===== config.mk =====
export PLATFORM = sky130hd
export DESIGN_NAME = mass_ram
export DESIGN_NICKNAME = d
export VERILOG_FILES = /design/src/rtl/mass_ram.sv
export SDC_FILE = /design/constraint.sdc
export NUM_CORES = 1
export LEC_CHECK = 0
export ABC_AREA = 1
export BUFFER_PORTS_ARGS = -buffer_cell sky130_fd_sc_hd__clkbuf_2
export CAP_MARGIN = 20
export CORE_MARGIN = 2
export CORE_UTILIZATION = 55
export CTS_CLUSTER_DIAMETER = 80
export DETAILED_ROUTE_END_ITERATION = 12
export GPL_TIMING_DRIVEN = 1
export PLACE_DENSITY = 0.77
export SYNTH_ARGS = -nofsm -noshare
export SYNTH_HDL_FRONTEND = slang
export SYNTH_SLANG_ARGS = --single-unit

===== constraint.sdc =====
create_clock -name clk_i -period 1.03 [get_ports clk_i]
set_input_delay 0.0515 -clock clk_i [delete_from_list [all_inputs] [get_ports clk_i]]
set_output_delay 0.0515 -clock clk_i [all_outputs]
set_load 0.05 [all_outputs]

===== src/rtl/mass_ram.sv =====
`timescale 1ns / 1ps
module mass_ram #(
  parameter int unsigned Width = 8,
  parameter int unsigned Depth = 16
) (
  input  logic                     clk_i,
  input  logic                     we_i,
  input  logic [$clog2(Depth)-1:0] waddr_i,
  input  logic [Width-1:0]         wdata_i,
  input  logic [$clog2(Depth)-1:0] raddr_i,
  output logic [Width-1:0]         rdata_o
);
  logic [Width-1:0] mem_q [Depth];

  always_ff @(posedge clk_i) begin
    if (we_i) begin
      mem_q[waddr_i] <= wdata_i;
    end
    rdata_o <= mem_q[raddr_i];
  end
endmodule


==> reports/qor.yml, run 1 <==
status: "finished with violations"
violations: "setup timing"
hp-start: "wdata_i[5]"
n_antenna_cell: 0
grt_pass1_wl_um: 20600
rrSetupSlack_ns: 0.01
finalPower_mw: 13.9
fmax_mhz: 920
fp.dieH_um: 106
rsz0062_at_grt: "yes"
nFillCells: 719
drtPass1Iterations: 5
min_to: "mem_q[0][5]"
setup_viol: 6
setup_tns_ns: -0.134
grt.total_usage_pct: 24.8
grt_start_max_net_pins: 39
tightest_slew_ns: 0.460
cp.required_ns: 0.98
synth_edf_count: 128
hold_slack_ns: 0.0215
ys_ff_latch: 136
syn-cell-area_um2: 5770
cp_top_family: "flip-flops"
clockBufferDepth: 2
cp_slowest_cell: "dfxtp_2"
area_growth_pct: 22.0
path_clk_slew_ns: 0.06
core_um2: 10200
placed_cell_area_um2: 6190
die_x_um: 106
cts_root_buf: "clkbuf_8"
ir_drop_uv: 1140
h-tree-depth: 4
cp-start-kind: "register"
design_area_um2: 7030
drive_above_1_share_pct: 17.6
fin_nets: 620
slew_viol_final: 0
worst_slack_ns: -0.0571
wl_um: 13400
drt_iter0_drc: 344
globalplace.congestion: 0.842
numCtsBuffers: 17
async_flop_share_pct: 0
startpoint: "rdata_o[3]"
portBuffers: 25
cts_tree: "done"
synthDominantCellAreaShare_pct: 66.7
cts_setup_buffers: 0
hold_path_depth: 1
yosysSeqAreaShare_pct: 69.4
std_cell_rows: 37
relSlewSlack_pct: 69.3
synth_cell_types: 12
post-route-min-period_ns: 1.09
initial_core_util_pct: 56.4
synth_common_cells: "nand2_1, edfxtp_1, inv_1, nand3_1, nor2_1"
hp-class: "input port to register"
r2r.worst_path.cells: 6
synthFlopType: "edfxtp_1"
final_core_util_pct: 68.8
synth.avg_cell_area_um2: 10.5
yosysTopAreaCell: "edfxtp_1"
synth_area_leaders: "edfxtp_1, nand2_1, nand3_1"
place_hpwl_um: 7970
slowest_delay_ns: 0.36
p_leak_nw: 3.08
grt_overflow: 0
vias_per_cell: 5.36
clk_latency_ns: 0.51
drc: 0
routedWlPerCell_um: 17.8
hold_viol_final: 0
ios: 26
antenna_found_initial: 0
cp_num_buf_inv: 1
synth_cells: 551
synth_most_common_cell: "nand2_1"
die_area_um2: 11300
clock-sinks: 136
worst-path-max-fanout: 1
yosysWarnings: 0
path_cells: "clkbuf_16"
drv_cap: 0
grt_pass1_vias: 4004
r2r_end: "rdata_o[4]"
ant_nets: 0
critical_path_class: "register to output pin"
rr_startpoint: "mem_q[4][4]"
powerDensity_nw_per_um2: 1970
finClkSkew_ns: 0.00692
cp-end-kind: "output pin"
period_share_pct: 106
vias: 4024
crit_arrival_ns: 1.04
syn_nets: 569
logic make-up after synthesis:
group,synth area share [%]
simple gates,21.0
buf+inv,9.52
flops,69.4
how the worst max path moves through the flow:
| stage | depth (start not counted) | slack, ns | endpoint |
|---|---|---|---|
| floorplan | 2 | 0.03 | mem_q[4][0] |
| global placement | 8 | -0.06 | rdata_o[4] |
| detailed placement | 8 | -0.10 | rdata_o[6] |
| CTS | 1 | -0.07 | rdata_o[3] |
| global route | 1 | -0.08 | rdata_o[3] |
| finish | 1 | -0.06 | rdata_o[3] |
where the power goes:
group	internal (mW)	switching, mW
clock network	4.31	2.25
registers	6.20	0.0557
logic	0.366	0.692
total	10.9	3.00
registers in the layout (all words and copies together) (netlist names):
signal and cells:
mem_q 128, rdata_o 8
per-layer routing:
| metal | track usage (%) | routed length, um | vias up |
|---|---|---|---|
| li1 | - | - | 1876 |
| met2 | 42.4 | 6930 | 178 |
| met5 | 0 | 0 | - |
| met3 | 6.01 | 953 | 14 |
| met4 | 6.86 | 248 | 0 |
| met1 | 31.8 | 5260 | 1956 |
cell usage in the layout, fill, tap and decap left out, drive strengths merged:
| cell | n |
|---|---|
| nand2 | 173 |
| edfxtp | 128 |
| inv | 102 |
| nand3 | 97 |
| clkbuf | 40 |
| buf | 35 |
| nor2 | 17 |
| dfxtp | 8 |
| bufinv | 5 |
| clkinv | 4 |
| nand3b | 2 |
| clkinvlp | 2 |
| dlygate4sd3 | 2 |
repair_timing:
item | CTS | global route
hold buffers | 2 | 0
hold endpoints to repair | 6 | 0
setup endpoints to repair | 9 | 16
gates resized for setup | 27 | 19
pin swaps | 0 | 1
cell type report:
| class | instances | area [um^2] | share of cell area [%] |
|---|---|---|---|
| clock buffer | 21 | 449 | 6.39 |
| clock inverter | 11 | 196 | 2.79 |
| inverter | 102 | 383 | 5.44 |
| multi-input combinational | 289 | 1280 | 18.2 |
| sequential | 136 | 4010 | 57.1 |
| tap | 136 | 170 | 2.42 |
| timing repair buffer | 56 | 538 | 7.65 |
metrics by stage:
stage,setup slack (ns),std cells
6_report,-0.0571,751
5_1_grt,-0.0833,751
4_1_cts,-0.0711,751
3_5_place_dp,-0.103,717
3_3_place_gp,-0.0625,717
2_1_floorplan,0.0277,551
Power figures use the tool's default switching activity.
==> inputs of run 2 (changes only) <==
--- a/config.mk
+++ b/config.mk
@@ -8,6 +8,7 @@
 export ABC_AREA = 1
 export BUFFER_PORTS_ARGS = -buffer_cell sky130_fd_sc_hd__clkbuf_2
 export CAP_MARGIN = 20
+export CORE_ASPECT_RATIO = 2
 export CORE_MARGIN = 2
 export CORE_UTILIZATION = 55
 export CTS_CLUSTER_DIAMETER = 80
==> run 2 against run 1 <==
  * The flow now finishes without violations
  * Sequential cell count did not move
  * Combinational power is 10% lower
  * Power shrank 3.0%
  * Non-clock buffer count rose by 2
  * First-iteration DRC count shrank 15%
  * Sequential power is essentially flat
  * Clock power is 4.6% lower
  * Via count is 1.7% lower
  * Register-to-register slack gained 0.03 ns
  * Clock-buffer cell count fell by 1
==> reports/qor.yml, run 2 (same netlist as run 1, synthesis figures left out) <==
status: "completed"
critical_path_class: "register to output pin"
die_area_um2: 11400  # +0.44%
clock-sinks: 136  # unchanged
vias: 3957  # -1.7%
holdBufCountCts: 0  # -2
relSlewSlack_pct: 74.4  # +5.2 points
ios: 26  # unchanged
drv_cap: 0  # unchanged
n_antenna_cell: 0  # unchanged
ant_nets: 0  # unchanged
p_leak_nw: 3.04  # -1.4%
clk_latency_ns: 0.42  # -0.09 ns
cp_slowest_cell: "dfxtp_1"
portBuffers: 25  # unchanged
cp.required_ns: 0.98  # about the same
drc: 0  # unchanged
grt_pass1_vias: 3836  # -4.2%
die_x_um: 76.4  # -28%
placed_cell_area_um2: 6200  # +0.26%
path_clk_slew_ns: 0.06  # about the same
fmax_mhz: 995  # +8.1%
ir_drop_uv: 2030  # +78%
dr_wl_met2_um: 7040  # +1.6%
fp.dieH_um: 149  # +40%
cp_num_buf_inv: 1  # unchanged
h-tree-depth: 4  # unchanged
powerDensity_nw_per_um2: 1950  # -1.1%
grt_start_max_net_pins: 56  # +44%
cp-start-kind: "register"
hold_viol_final: 0  # unchanged
finalPower_mw: 13.5  # -3.0%
design_area_um2: 6900  # -1.9%
post-route-min-period_ns: 1.01  # -0.0819 ns
clockBufferDepth: 2  # unchanged
grt_pass1_wl_um: 19000  # -7.9%
finClkSkew_ns: 0.0115  # +0.00453 ns
place_hpwl_um: 8270  # +3.8%
crit_arrival_ns: 0.95  # -0.09 ns
initial_core_util_pct: 56.8  # +0.45 points
grt.total_usage_pct: 22.9  # -1.9 points
worst-path-max-fanout: 1  # unchanged
hp-class: "input port to register"
slowest_delay_ns: 0.37  # about the same
final_cell_mix: "nand2_1, edfxtp_1, inv_1"
fin_nets: 622  # +0.32%
top_layer: "met4"
core_um2: 10100  # -0.80%
nFillCells: 705  # -1.9%
cp-end-kind: "output pin"
drtPass1Iterations: 5  # unchanged
wl_um: 12400  # -7.3%
setup_viol: 0  # -6
cts_root_buf: "clkbuf_16"
wl_met1_um: 4200  # -20%
largest_reg_flops: 128  # unchanged
top_regs: "mem_q x128, rdata_o x8"
period_share_pct: 97.6  # -7.9 points
layout_commonest_cell: "nand2_1"
cp_top_family: "flip-flops"
drive_above_1_share_pct: 15.2  # -2.3 points
max_flop_register: "mem_q"
routedWlPerCell_um: 16.5  # -7.5%
wl_met3_um: 681  # -29%
globalplace.congestion: 0.873  # +3.8%
tightest_slew_ns: 0.383  # -0.0775 ns
cts_tree: "done"
vias_per_cell: 5.26  # -1.8%
path_cells: "buf_8"
grt_overflow: 0  # unchanged
numCtsBuffers: 17  # unchanged
slew_viol_final: 0  # unchanged
std_cell_rows: 52  # +41%
drt_iter0_drc: 293  # -15%
antenna_found_initial: 0  # unchanged
area_growth_pct: 19.7
-- run 2: cell count changes in the layout (fill, tap and decap cells not counted), sizes merged --
cell	change
buf	+4
clkinv	+2
dlygate4sd3	-2
bufinv	-1
clkbuf	-1
-- run 2: per-layer routing --
layer	track usage [%]	vias to the layer above
li1	-	1878
met1	22.9	1867
met2	42.2	169
met3	6.05	43
met4	13.2	0
met5	0	-
-- run 2: power breakdown --
group          total (mW)  internal (mW)  switching [mW]  leakage [nW]
Combinational       0.954          0.313           0.640          1.51
Sequential           6.24           6.19          0.0480          1.22
Clock                6.26           4.10            2.16         0.298
Total                13.5           10.6            2.85          3.04
-- run 2: final timing paths --
check,from,endpoint,slack [ns],cells after the start
worst max-delay path,rdata_o[7],rdata_o[7],0.02,1
worst max register to register,mem_q[7][5],rdata_o[5],0.04,6
worst min-delay path,wdata_i[1],mem_q[11][1],0.04,1
worst min register to register,mem_q[13][5],rdata_o[5],0.66,6
-- run 2: timing repair --
action	4_1_cts	5_1_grt
pin swaps	0	1
gates resized for setup	14	10
setup endpoints to repair	8	8
buffers inserted	0	0
cloned	0	0
-- run 2: layout make-up --
type | instances | area [um^2] | share of cell area (%)
multi-input combinational | 289 | 1230 | 17.8
clock buffer | 20 | 447 | 6.47
sequential | 136 | 4010 | 58.1
inverter | 102 | 383 | 5.55
tap | 135 | 169 | 2.45
timing repair buffer | 58 | 492 | 7.13
clock inverter | 12 | 175 | 2.54
-- run 2: metrics by stage --
stage,setup TNS (ns),setup WS (ns),util (%),hold slack (ns),instances
5_1_grt,-0.0199,-0.0185,68.0,0.0766,752
3_3_place_gp,-0.318,-0.0540,61.1,0.456,720
4_1_cts,0,0.000223,67.8,0.0317,752
2_1_floorplan,0,0.0277,-,0.150,551
3_5_place_dp,-0.829,-0.0914,61.1,0.475,720
6_report,0,0.0247,68.0,0.0383,752
==> inputs of run 3 (changes only) <==
==> config.mk (replaced) <==
export PLATFORM = sky130hd
export DESIGN_NAME = mass_ram
export DESIGN_NICKNAME = d
export VERILOG_FILES = /design/src/rtl/mass_ram.sv
export SDC_FILE = /design/constraint.sdc
export NUM_CORES = 1
export LEC_CHECK = 0
export BUFFER_PORTS_ARGS = -buffer_cell sky130_fd_sc_hd__clkbuf_2
export CAP_MARGIN = 20
export CORE_ASPECT_RATIO = 2
export CORE_MARGIN = 2
export CORE_UTILIZATION = 54
export CTS_CLUSTER_DIAMETER = 80
export DETAILED_ROUTE_END_ITERATION = 12
export GPL_TIMING_DRIVEN = 1
export PLACE_DENSITY = 0.76
export SYNTH_ARGS = -nofsm -noshare
export SYNTH_HDL_FRONTEND = slang
export SYNTH_SLANG_ARGS = --single-unit
==> run 3 against run 2 <==
  * The flow now finishes with violations (setup timing)
  * Largest cell class unchanged
  * Worst hold slack better by 0.018 ns
  * Maximum frequency down 22%
  * Sequential power is essentially flat
  * Highest routed layer unchanged
  * Core utilization fell by 0.54 points
  * Combinational power shrank 15%
==> reports/qor.yml, run 3 <==
nFillCells: 574  # -19%
vias: 2545  # -36%
tightest_slew_ns: 0.795  # +0.412 ns
top_regs: "mem_q x128, rdata_o x8"
crit_arrival_ns: 1.58  # +0.63 ns
cp.required_ns: 1.33  # +0.35 ns
std_cell_rows: 50  # -3.8%
synth_edf_count: 128  # unchanged
drv_cap: 0  # unchanged
hp-class: "input port to register"
use_met2_pct: 38.8  # -3.4 points
p_leak_nw: 2.13  # -30%
ir_drop_uv: 1570  # -23%
core_um2: 9320  # -8.2%
grtUsageMet1_pct: 26.7  # +3.8 points
layout_commonest_cell: "edfxtp_1"
die_area_um2: 10400  # -8.7%
syn-cell-area_um2: 5150  # -11%
synth.avg_cell_area_um2: 22.5  # +110%
grt_overflow: 0  # unchanged
fin_nets: 315  # -49%
place_hpwl_um: 6760  # -18%
slew_viol_final: 0  # unchanged
clk_latency_ns: 0.41  # about the same
grt_busiest_layer: "met2"
synth_cell_types: 19  # +7
synth_most_common_cell: "edfxtp_1"
max_flop_register: "mem_q"
area_growth_pct: 22.1
synthDominantCellAreaShare_pct: 74.7  # +8.0 points
grt.total_usage_pct: 22.8  # -0.14 points
cp-start-kind: "register"
yosysTopAreaCell: "edfxtp_1"
drc: 0  # unchanged
grt_pass1_wl_um: 16200  # -14%
fp.dieH_um: 142  # -4.5%
yosysSeqAreaShare_pct: 77.8  # +8.4 points
initial_core_util_pct: 55.2  # -1.6 points
rsz0062_at_grt: "yes"
powerDensity_nw_per_um2: 2030  # +3.9%
synth_area_leaders: "edfxtp_1, mux4_2, mux4_1"
grt_use_met3_pct: 5.81  # -0.25 points
relSlewSlack_pct: 46.8  # -28 points
grt_start_max_net_pins: 17  # -70%
fmax_mhz: 778  # -22%
synth_common_cells: "edfxtp_1, mux4_2, a22oi_1, mux4_1, nor2_1"
hold_slack_ns: 0.0558  # +0.0175 ns
ant_nets: 0  # unchanged
ios: 26  # unchanged
post-route-min-period_ns: 1.28  # +0.280 ns
ff_latch_area_um2: 4000  # about the same
drive_above_1_share_pct: 41.9  # +27 points
syn_nets: 247  # -57%
clockBufferDepth: 2  # unchanged
multi_input_area_um2: 1100  # -11%
globalplace.congestion: 0.756  # -13%
final_cell_mix: "edfxtp_1, mux4_2, buf_4"
clock-sinks: 136  # unchanged
antenna_found_initial: 0  # unchanged
async_flop_share_pct: 0  # unchanged
cts_root_buf: "clkbuf_16"
path_clk_slew_ns: 0.05  # about the same
largest_reg_flops: 128  # unchanged
status: "finished with violations"
setup_viol: 8  # +8
violations: "setup timing"
synth_cells: 229  # -58%
grt_pass1_vias: 2808  # -27%
h-tree-depth: 4  # unchanged
cp-end-kind: "register"
worst-path-max-fanout: 1  # unchanged
worst_slack_ns: -0.255  # -0.280 ns
cts_tree: "done"
period_share_pct: 125  # +27 points
portBuffers: 25  # unchanged
drtPass1Iterations: 6  # +1
holdBufCountCts: 0  # unchanged
drt_iter0_drc: 291  # -0.68%
vias_per_cell: 6.15  # +17%
n_antenna_cell: 0  # unchanged
routedWlPerCell_um: 25.0  # +52%
wl_um: 10400  # -16%
hold_viol_final: 0  # unchanged
critical_path_class: "register to register"
ys_ff_latch: 136  # unchanged
finalPower_mw: 12.7  # -5.3%
yosysWarnings: 0  # unchanged
die_x_um: 73.0  # -4.4%
finClkSkew_ns: 0.00471  # -0.00674 ns
numCtsBuffers: 17  # unchanged
synthFlopType: "edfxtp_1"
run 3: changes by cell type in the layout (fill, tap and decap cells not counted), moves of 4 or more:
cell / delta
buf_8: -4
mux4_2: +29
a22oi_2: +6
inv_1: -100
a22oi_1: +10
nand3_1: -93
nor2_1: -7
clkbuf_4: +4
nand2_1: -164
run 3: final cells by class:
cell class,instances,area share (%)
Clock buffer,18,6.83
Clock inverter,14,2.11
Multi-Input combinational cell,83,17.5
Sequential cell,136,63.7
Tap cell,104,2.07
Timing Repair Buffer,59,7.86
run 3: per-stage QoR:
stage | TNS [ns] | instances | setup slack [ns] | area, um^2 | util [%]
after floorplan | -2.35 | 229 | -0.155 | 5180 | -
after global placement | -18.95 | 382 | -0.402 | 5680 | 60.9
after detailed placement | -23.03 | 382 | -0.418 | 5680 | 60.9
after CTS | -1.87 | 414 | -0.254 | 6280 | 67.4
after global routing | -2.26 | 414 | -0.301 | 6290 | 67.4
final | -1.83 | 414 | -0.255 | 6290 | 67.4
run 3: worst max-delay path: stages (launching register included):
cell      delay, ns
edfxtp_1       0.38
mux4_2         0.49
a22oi_1        0.23
nand2_1        0.08
run 3: timing repair:
item                                    CTS  global route
pin swaps                                 1             2
endpoints found under the setup margin   16            10
buffers inserted                          0             0
gates resized for setup                  17             3
run 3: routing by layer:
| metal | share of wire [%] | wire (um) |
|---|---|---|
| met5 | 0 | 0 |
| met4 | 2.6 | 271 |
| met3 | 5.4 | 560 |
| met2 | 58 | 5990 |
| met1 | 34 | 3550 |
run 3: worst paths after layout:
check	start	to	slack [ns]	cells after the start
max	mem_q[3][1]	rdata_o[1]	-0.25	3
min	wdata_i[3]	mem_q[0][3]	0.06	1
max reg2reg	mem_q[3][1]	rdata_o[1]	-0.25	3
min reg2reg	mem_q[14][4]	rdata_o[4]	0.68	3
run 3: logic make-up after synthesis:
kind of cell / after synthesis / synth area share, %
DFF: 136 / 77.8
buffers and inverters: 10 / 1.68
AOI/OAI and AO/OA: 16 / 2.33
muxes: 32 / 15.0
and+or+nand+nor: 35 / 3.18
run 3: power breakdown:
group,internal (mW),leakage [nW],total (mW),switching [mW]
logic,0.327,0.648,0.810,0.483
clock network,3.52,0.261,5.70,2.19
registers,6.19,1.22,6.23,0.0365
total,10.0,2.13,12.7,2.70
